File: src/rtl/core/mpr_pkg.sv
package mpr_pkg;

	// Matrix geometry
	localparam int MAX_SIZE = 12;
	localparam int CELLS    = MAX_SIZE * MAX_SIZE;
	localparam int AW       = $clog2(CELLS);
	localparam int SIZE_W   = 4;
	localparam int ROW_W    = $clog2(MAX_SIZE);
	localparam int MASK_W   = MAX_SIZE;
	localparam int SUB_W    = MAX_SIZE + 1;

	// Data widths
	localparam int ENTRY_W  = 16;
	localparam int MOD_W    = 31;
	localparam int SUM_W    = ENTRY_W + $clog2(MAX_SIZE + 1);
	localparam int BIT_W    = $clog2(SUM_W);

	// Register reset values
	localparam logic [SIZE_W-1:0] SIZE_RESET = SIZE_W'(12);
	localparam logic [MOD_W-1:0]  MOD_RESET  = MOD_W'(1000000007);

	// Configuration register indexes
	typedef enum logic [1:0] {
		CFG_MATRIX_SIZE = 2'd0,
		CFG_MODULUS     = 2'd1
	} cfg_reg_t;

	// Controller to datapath commands
	typedef struct packed {
		logic             wr;
		logic [AW-1:0]    wr_addr;
		logic [AW-1:0]    rd_addr;
		logic             start;
		logic             subset;
		logic             upd;
		logic             add;
		logic [ROW_W-1:0] row;
		logic             mul;
		logic             mul_last;
		logic             acc;
		logic             acc_add;
		logic             out_load;
	} mpr_cmd_t;

	// Index of the lowest set bit (Gray code column to flip)
	function automatic logic [ROW_W-1:0] low_bit_index(input logic [MASK_W-1:0] v);
		logic [ROW_W-1:0] idx;
		idx = '0;
		for (int i = MASK_W - 1; i >= 0; i--) begin
			if (v[i]) begin
				idx = ROW_W'(i);
			end
		end
		return idx;
	endfunction

endpackage

File: src/rtl/core/mpr_ram.sv
module mpr_ram #(
	parameter int WIDTH = 16,
	parameter int DEPTH = 144
) (
	input  logic                     clk,
	input  logic                     we,
	input  logic [$clog2(DEPTH)-1:0] waddr,
	input  logic [WIDTH-1:0]         wdata,
	input  logic [$clog2(DEPTH)-1:0] raddr,
	output logic [WIDTH-1:0]         rdata
);

	logic [WIDTH-1:0] mem_q [DEPTH];

	// One write port, one registered read port
	always_ff @(posedge clk) begin
		if (we) begin
			mem_q[waddr] <= wdata;
		end
		rdata <= mem_q[raddr];
	end

endmodule

File: src/rtl/core/mpr_dp.sv
module mpr_dp import mpr_pkg::*; (
	input  logic               clk,
	input  mpr_cmd_t           cmd,
	input  logic [ENTRY_W-1:0] entry_value,
	input  logic [MOD_W-1:0]   modulus,
	output logic [MOD_W-1:0]   result
);

	logic [ENTRY_W-1:0] rdata;
	logic [SUM_W-1:0]   rs_q [MAX_SIZE];
	logic [SUM_W-1:0]   rs_sel;
	logic [SUM_W-1:0]   rs_new;
	logic [SUM_W-1:0]   mq_q;
	logic [MOD_W-1:0]   res_q;
	logic [MOD_W-1:0]   prod_q;
	logic [MOD_W-1:0]   acc_q;
	logic [MOD_W-1:0]   out_q;
	logic [MOD_W:0]     dbl;
	logic [MOD_W-1:0]   dbl_red;
	logic [MOD_W:0]     addend;
	logic [MOD_W-1:0]   step_res;
	logic [MOD_W:0]     acc_sum;
	logic [MOD_W-1:0]   acc_next;

	// Matrix store
	mpr_ram #(
		.WIDTH(ENTRY_W),
		.DEPTH(CELLS)
	) u_store (
		.clk  (clk),
		.we   (cmd.wr),
		.waddr(cmd.wr_addr),
		.wdata(entry_value),
		.raddr(cmd.rd_addr),
		.rdata(rdata)
	);

	// Gray code row sum update: column enters or leaves the subset
	assign rs_sel = rs_q[cmd.row];
	assign rs_new = cmd.add ? rs_sel + SUM_W'(rdata) : rs_sel - SUM_W'(rdata);

	// Shift-add modular multiply, multiplier MSB first
	assign dbl      = {res_q, 1'b0};
	assign dbl_red  = (dbl >= {1'b0, modulus}) ? MOD_W'(dbl - {1'b0, modulus}) : dbl[MOD_W-1:0];
	assign addend   = {1'b0, dbl_red} + (mq_q[SUM_W-1] ? {1'b0, prod_q} : '0);
	assign step_res = (addend >= {1'b0, modulus}) ? MOD_W'(addend - {1'b0, modulus})
	                                              : addend[MOD_W-1:0];

	// Signed accumulation of the subset product
	assign acc_sum = {1'b0, acc_q} + {1'b0, prod_q};
	always_comb begin
		if (cmd.acc_add) begin
			acc_next = (acc_sum >= {1'b0, modulus}) ? MOD_W'(acc_sum - {1'b0, modulus})
			                                        : acc_sum[MOD_W-1:0];
		end else if (acc_q >= prod_q) begin
			acc_next = acc_q - prod_q;
		end else begin
			acc_next = MOD_W'({1'b0, acc_q} + {1'b0, modulus} - {1'b0, prod_q});
		end
	end

	always_ff @(posedge clk) begin
		if (cmd.start) begin
			for (int i = 0; i < MAX_SIZE; i++) begin
				rs_q[i] <= '0;
			end
			acc_q <= '0;
		end
		if (cmd.subset) begin
			prod_q <= (modulus == MOD_W'(1)) ? '0 : MOD_W'(1);
		end
		if (cmd.upd) begin
			rs_q[cmd.row] <= rs_new;
			mq_q          <= rs_new;
			res_q         <= '0;
		end
		if (cmd.mul) begin
			mq_q <= {mq_q[SUM_W-2:0], 1'b0};
			if (cmd.mul_last) begin
				prod_q <= step_res;
			end else begin
				res_q <= step_res;
			end
		end
		if (cmd.acc) begin
			acc_q <= acc_next;
		end
		if (cmd.out_load) begin
			out_q <= acc_q;
		end
	end

	assign result = out_q;

endmodule

File: src/rtl/core/mpr_ctrl.sv
module mpr_ctrl import mpr_pkg::*; (
	input  logic              clk,
	input  logic              arst_n,
	input  logic [SIZE_W-1:0] order,
	input  logic              in_valid,
	output logic              in_ready,
	output logic              out_valid,
	input  logic              out_ready,
	output mpr_cmd_t          cmd
);

	typedef enum logic [2:0] {
		S_LOAD,
		S_START,
		S_SUBSET,
		S_READ,
		S_UPDATE,
		S_MUL,
		S_ACC,
		S_PUT
	} state_t;

	state_t            state_q;
	logic [AW-1:0]     cnt_q;
	logic [SUB_W-1:0]  sub_q;
	logic [MASK_W-1:0] gray_q;
	logic              add_q;
	logic [ROW_W-1:0]  row_q;
	logic [AW-1:0]     addr_q;
	logic [BIT_W-1:0]  bit_q;
	logic              out_valid_q;

	logic              accept;
	logic [AW:0]       cnt_inc;
	logic [AW-1:0]     nn;
	logic              load_done;
	logic [SUB_W-1:0]  sub_inc;
	logic              sub_end;
	logic [ROW_W-1:0]  col;
	logic              row_last;
	logic              bit_last;

	// Sequencing conditions
	assign accept    = in_valid && (state_q == S_LOAD);
	assign cnt_inc   = {1'b0, cnt_q} + (AW + 1)'(1);
	assign nn        = AW'(order) * AW'(order);
	assign load_done = cnt_inc >= {1'b0, nn};
	assign sub_inc   = sub_q + SUB_W'(1);
	assign sub_end   = sub_inc == (SUB_W'(1) << order);
	assign col       = low_bit_index(sub_inc[MASK_W-1:0]);
	assign row_last  = row_q == (ROW_W'(order) - ROW_W'(1));
	assign bit_last  = bit_q == BIT_W'(SUM_W - 1);

	// Commands to the datapath
	always_comb begin
		cmd          = '0;
		cmd.wr       = accept && (cnt_q < AW'(CELLS));
		cmd.wr_addr  = cnt_q;
		cmd.rd_addr  = addr_q;
		cmd.start    = state_q == S_START;
		cmd.subset   = (state_q == S_SUBSET) && !sub_end;
		cmd.upd      = state_q == S_UPDATE;
		cmd.add      = add_q;
		cmd.row      = row_q;
		cmd.mul      = state_q == S_MUL;
		cmd.mul_last = (state_q == S_MUL) && bit_last;
		cmd.acc      = state_q == S_ACC;
		cmd.acc_add  = order[0] == sub_q[0];
		cmd.out_load = (state_q == S_PUT) && (!out_valid_q || out_ready);
	end

	assign in_ready  = state_q == S_LOAD;
	assign out_valid = out_valid_q;

	// State and registered outputs
	always_ff @(posedge clk or negedge arst_n) begin
		if (!arst_n) begin
			state_q     <= S_LOAD;
			cnt_q       <= '0;
			sub_q       <= '0;
			gray_q      <= '0;
			add_q       <= 1'b0;
			row_q       <= '0;
			addr_q      <= '0;
			bit_q       <= '0;
			out_valid_q <= 1'b0;
		end else begin
			if (cmd.out_load) begin
				out_valid_q <= 1'b1;
			end else if (out_ready) begin
				out_valid_q <= 1'b0;
			end
			unique case (state_q)
				S_LOAD: begin
					if (accept) begin
						if (load_done) begin
							cnt_q   <= '0;
							state_q <= S_START;
						end else begin
							cnt_q <= cnt_inc[AW-1:0];
						end
					end
				end
				S_START: begin
					sub_q   <= '0;
					gray_q  <= '0;
					state_q <= S_SUBSET;
				end
				S_SUBSET: begin
					if (sub_end) begin
						state_q <= S_PUT;
					end else begin
						sub_q       <= sub_inc;
						gray_q[col] <= ~gray_q[col];
						add_q       <= ~gray_q[col];
						row_q       <= '0;
						addr_q      <= AW'(col);
						state_q     <= S_READ;
					end
				end
				S_READ: begin
					state_q <= S_UPDATE;
				end
				S_UPDATE: begin
					bit_q   <= '0;
					state_q <= S_MUL;
				end
				S_MUL: begin
					if (bit_last) begin
						if (row_last) begin
							state_q <= S_ACC;
						end else begin
							row_q   <= row_q + ROW_W'(1);
							addr_q  <= addr_q + AW'(order);
							state_q <= S_READ;
						end
					end else begin
						bit_q <= bit_q + BIT_W'(1);
					end
				end
				S_ACC: begin
					state_q <= S_SUBSET;
				end
				S_PUT: begin
					if (cmd.out_load) begin
						state_q <= S_LOAD;
					end
				end
				default: begin
					state_q <= S_LOAD;
				end
			endcase
		end
	end

endmodule

File: src/rtl/core/matrix_permanent_ryser.sv
// Channel   Handshake                   Payload
// config    cfg_we                      cfg_index, cfg_wdata
// input     in_valid / in_ready         entry_value
// output    out_valid / out_ready       permanent_value
//
// Entries load one per cycle in row-major order into a 144-entry store.
// After the last of n*n entries the input stalls while the permanent is
// computed: one subset per Gray code step, and per row one store read, one
// row sum update and a 20-step shift-add modular multiplier, which sets the rate.
// A finished result waits in the output register; input stalls again only if
// the next result is ready before the previous one is taken.
// Reset clears control state; the matrix store holds no reset value.
module matrix_permanent_ryser import mpr_pkg::*; (
	input  logic               clk,
	input  logic               arst_n,
	input  logic               cfg_we,
	input  logic [1:0]         cfg_index,
	input  logic [MOD_W-1:0]   cfg_wdata,
	input  logic               in_valid,
	output logic               in_ready,
	input  logic [ENTRY_W-1:0] entry_value,
	output logic               out_valid,
	input  logic               out_ready,
	output logic [MOD_W-1:0]   permanent_value
);

	logic [SIZE_W-1:0] size_q;
	logic [MOD_W-1:0]  modulus_q;
	logic [SIZE_W-1:0] order;
	logic [MOD_W-1:0]  mod_eff;
	mpr_cmd_t          cmd;

	// Configuration registers
	always_ff @(posedge clk or negedge arst_n) begin
		if (!arst_n) begin
			size_q    <= SIZE_RESET;
			modulus_q <= MOD_RESET;
		end else if (cfg_we) begin
			unique case (cfg_index)
				CFG_MATRIX_SIZE: size_q    <= cfg_wdata[SIZE_W-1:0];
				CFG_MODULUS:     modulus_q <= cfg_wdata;
				default: ;
			endcase
		end
	end

	// Effective order and modulus
	assign order   = (size_q == '0) ? SIZE_W'(1) :
	                 (size_q > SIZE_W'(MAX_SIZE)) ? SIZE_W'(MAX_SIZE) : size_q;
	assign mod_eff = (modulus_q < MOD_W'(2)) ? MOD_W'(1) : modulus_q;

	mpr_ctrl u_ctrl (
		.clk      (clk),
		.arst_n   (arst_n),
		.order    (order),
		.in_valid (in_valid),
		.in_ready (in_ready),
		.out_valid(out_valid),
		.out_ready(out_ready),
		.cmd      (cmd)
	);

	mpr_dp u_dp (
		.clk        (clk),
		.cmd        (cmd),
		.entry_value(entry_value),
		.modulus    (mod_eff),
		.result     (permanent_value)
	);

	// Store writes only on an accepted input transaction
	a_wr_on_accept: assert property (@(posedge clk) disable iff (!arst_n)
		cmd.wr |-> (in_valid && in_ready))
		else $error("store write without input transaction");

	// No input accepted while the permanent is being computed
	a_busy_stalls: assert property (@(posedge clk) disable iff (!arst_n)
		(cmd.upd || cmd.mul || cmd.acc || cmd.start) |-> !in_ready)
		else $error("input ready during computation");

	// Loading a result always presents it the next cycle
	a_out_loaded: assert property (@(posedge clk) disable iff (!arst_n)
		cmd.out_load |=> out_valid)
		else $error("result loaded but not presented");

endmodule
File: config.mk
export PLATFORM = sky130hd
export DESIGN_NAME = matrix_permanent_ryser
export DESIGN_NICKNAME = d
export VERILOG_FILES = /design/src/rtl/core/mpr_pkg.sv /design/src/rtl/core/mpr_ram.sv /design/src/rtl/core/mpr_dp.sv /design/src/rtl/core/mpr_ctrl.sv /design/src/rtl/core/matrix_permanent_ryser.sv
export SDC_FILE = /design/constraint.sdc
export NUM_CORES = 2
export LEC_CHECK = 0
export BUFFER_PORTS_ARGS = -buffer_cell sky130_fd_sc_hd__buf_2
export CAP_MARGIN = 20
export CORE_ASPECT_RATIO = 0.9
export CORE_UTILIZATION = 50
export DETAILED_ROUTE_END_ITERATION = 7
export GPL_TIMING_DRIVEN = 0
export HOLD_SLACK_MARGIN = 0.03
export PLACE_DENSITY = 0.75
export SYNTH_ARGS = -nofsm -noshare
export SYNTH_HDL_FRONTEND = slang
export SYNTH_SLANG_ARGS = --single-unit
File: constraint.sdc
create_clock -name clk -period 24.5 [get_ports clk]
set_clock_uncertainty 0.2 [all_clocks]
set_input_delay 4.9 -clock clk [delete_from_list [all_inputs] [get_ports clk]]
set_output_delay 4.9 -clock clk [all_outputs]
set_load 0.01 [all_outputs]
==> impl_metrics.ini <==
[clock_network]
clock_latency_ns = 0.91
ctsResizeCount = 0
numCtsBuffers = 294
clk_pin_slew_worst_paths_ns = 0.06
h-tree-depth = 5
clock-sinks = 2874
clockRootBuffer = clkbuf_16
cts_tree = built
post_cts_buffers = 0
cts_hold_buf = 0
clockBufferDepth = 4

[worst_setup_path]
rrSetupSlack_ns = 12.84
reg2reg_depth = 38
critPathMaxFanout = 10
r2r_start = modulus_q[29]$_DFFE_PN1P_
path_depth = 38
cp-end-kind = flip-flop
start_kind = flip-flop
required_ns = 25.00
cp_top_family = compound AO/OA/AOI/OAI gates
critPathSlowestCell = o31ai_1
worstSetupPathType = reg -> reg
rr_endpoint = u_dp.res_q[6]$_DFF_P_
path_buf_inv = 4
worstPathArrival_ns = 12.15
cpPeakStageDelay_ns = 0.57

[yosys]
synth_seq_cells = 2874
synth.cell_area_sq_um = 127000
ys_top_cells_by_area = edfxtp_1 (64%), mux4_2 (15%), ha_1 (2.6%), nor2_1 (1.8%), dfrtp_1 (1.4%)
synth_async_sr_flop_share_pct = 3.13
yosys_warnings = 0
syn_avg_cell_area_sq_um = 17.1
ys_seq_area_share_pct = 67.1
synth_cell_types = 89
ys.flop_type = edfxtp_1
synthCells = 7400
synth_edf_count = 2705
synth_nets = 7759
synth_top_cell_by_area = edfxtp_1
yosysTopAreaCellShare_pct = 64.1

[min_path]
whs_endpoint = u_dp.mq_q[0]$_SDFFE_PP0P_
hp-start = u_dp.mq_q[0]$_SDFFE_PP0P_
hold_path_class = reg -> reg
whs_path_depth = 2

[finish]
fin_util_pct = 57.4
final_net_count = 8336
num-fill-cells = 18100
layout_commonest_cell = edfxtp_1
drive_above_1_share_pct = 22.2
layout_common_cells = edfxtp_1 (2,705), mux4_2 (852), nor2_1 (467), clkbuf_1 (321), clkbuf_16 (301)
area_growth_pct = 14.2

[drt]
wl_um = 374000
drt_iter0_drc = 11200
dr.pass1.iters = 7
final_antenna_net_count = 1
drcViolationCount = 0
vias = 76500
wl_per_cell_um = 32.3
drt-vias-per-instance = 6.60

[power]
p_per_area_nw_per_um2 = 126
peakVddDrop_uv = 117
p_leak_nw = 48.2

[timing]
slew_headroom_pct = 16.1
slew_violations = 0
setup_viol = 0
rsz0062_at_grt = false
setup_tns_ns = 0
finalCriticalPeriod_ns = 11.66
finalCritPeriodShare_pct = 47.6
worstMarginPinSlew_ns = 1.26
finalHoldViolCount = 0
fmax_mhz = 85.8

[status]
violations = antenna violations
status = finished with violations

[floorplan]
die_w_um = 533
ios = 87
start_util_pct = 50.2
die_h_um = 480
core.rowCount = 175
core_region_area_sq_um = 252000
die_area_sq_um = 256000

[grt]
grt_pass1_wl_um = 528000
grt_pass1_vias = 74400
overflow = 0
groute.usage.overall_pct = 28.8
antenna_found_initial = 17
grt_max_degree = 104

[placed_design]
routabilityCongestion = 0.986
io_buffers = 86
post-dp-hpwl_um = 244000

[flow_run]
cap_violations = 0
worst register-to-register path, delay by kind of cell (launching register included):
family / cells / cell delay [ns]
XOR/XNOR: 1 / 0.19
AO/OA/AOI/OAI: 18 / 5.60
adder cells (fa/ha/maj): 4 / 1.35
multiplexers: 1 / 0.45
AND/OR/NAND/NOR: 10 / 2.26
buffers and inverters: 4 / 1.12
flip-flops: 1 / 0.38
routing by layer:
layer / global-route usage, % / wire length (um) / up-vias
met5: 0 / 69 / -
met4: 13.9 / 20700 / 12
met3: 6.65 / 43400 / 1004
met2: 45.3 / 174000 / 5677
met1: 38.0 / 136000 / 39100
li1: - / - / 30700
flip-flops by register name (all words and copies together) (netlist names), 12 cells and up:
name	flops
u_dp.res_q	31
u_dp.mq_q	20
u_dp.acc_q	31
u_dp.result	31
modulus_q	31
u_ctrl.gray_q	12
u_dp.prod_q	31
u_dp.u_store.mem_q	2304
u_dp.u_store.rdata	16
u_dp.rs_q	320
u_ctrl.sub_q	13
synthesized netlist by cell type (13+ instances only):
library cell and number:
o21a_1 44, inv_1 269, a21o_1 93, nor3_1 65
or3_1 25, fa_1 39, nor2b_1 32, buf_2 26
buf_1 73, dfrtp_1 72, a211oi_1 62, or2_2 14
nor4_1 28, clkbuf_1 262, o31ai_1 34, xor2_1 92
nand3_1 129, a31oi_1 28, nor3b_1 13, mux4_2 852
dfstp_2 18, o211ai_1 31, nand2_1 284, o31a_1 13
nand4_1 29, nor2_1 607, xnor2_1 139, ha_1 266
a21oi_1 246, and3_1 56, mux2i_1 66, o21ai_0 264
dfxtp_1 79, mux2_2 47, and2_1 50, edfxtp_1 2705
nand2b_1 45, o21bai_1 31
how the worst max path moves through the flow:
stage	end	from	slack [ns]
final	u_dp.res_q[6]$_DFF_P_	modulus_q[29]$_DFFE_PN1P_	12.84
after global routing	u_dp.prod_q[5]$_DFF_P_	modulus_q[29]$_DFFE_PN1P_	12.44
after CTS	u_dp.res_q[5]$_DFF_P_	modulus_q[29]$_DFFE_PN1P_	13.27
after detailed placement	u_dp.res_q[4]$_DFF_P_	modulus_q[29]$_DFFE_PN1P_	13.34
after global placement	u_dp.prod_q[5]$_DFF_P_	modulus_q[29]$_DFFE_PN1P_	13.37
after floorplan	u_dp.res_q[10]$_DFF_P_	modulus_q[30]$_DFFE_PN0P_	16.08
power by group:
group	internal [mW]	switching (mW)	total (mW)	leakage [nW]
registers	5.82	0.148	5.96	26.3
clock network	2.56	1.93	4.49	4.59
logic	2.89	4.95	7.84	17.2
total	11.3	7.02	18.3	48.2
logic make-up after synthesis:
kind of cell	after synthesis	share of synthesized area (%)
buf+inv	633	1.91
compound gates	978	4.97
xor+xnor	232	1.61
simple gates	1413	5.10
mux	965	16.1
flops	2874	67.1
fa+ha+maj	305	3.24
stage by stage:
stage                     total power, mW  worst slack, ns  area, sq um  cells  hold WS (ns)
after global routing                 18.8            12.44       145000  11600         0.295
after detailed placement             13.5            13.34       135000  11000         0.254
final                                18.3            12.84       145000  11600         0.268
after global placement               13.2            13.37       131000  10800         0.238
after CTS                            18.0            13.27       144000  11500         0.267
after floorplan                      10.9            16.08       127000   7400         0.225
area by class of cell:
type                            count  area [sq um]  area share [%]
Clock inverter                    150          1550            1.07
Sequential cell                  2874         85100            58.8
Clock buffer                      367          7830            5.41
Tap cell                         3363          4210            2.91
Timing Repair Buffer              281          4010            2.77
Inverter                          270          1010           0.700
Antenna cell                       17          42.5          0.0294
Multi-Input combinational cell   3893         39700            27.4
Buffer                            363          1410           0.973
(Power assumes the default switching activity.)
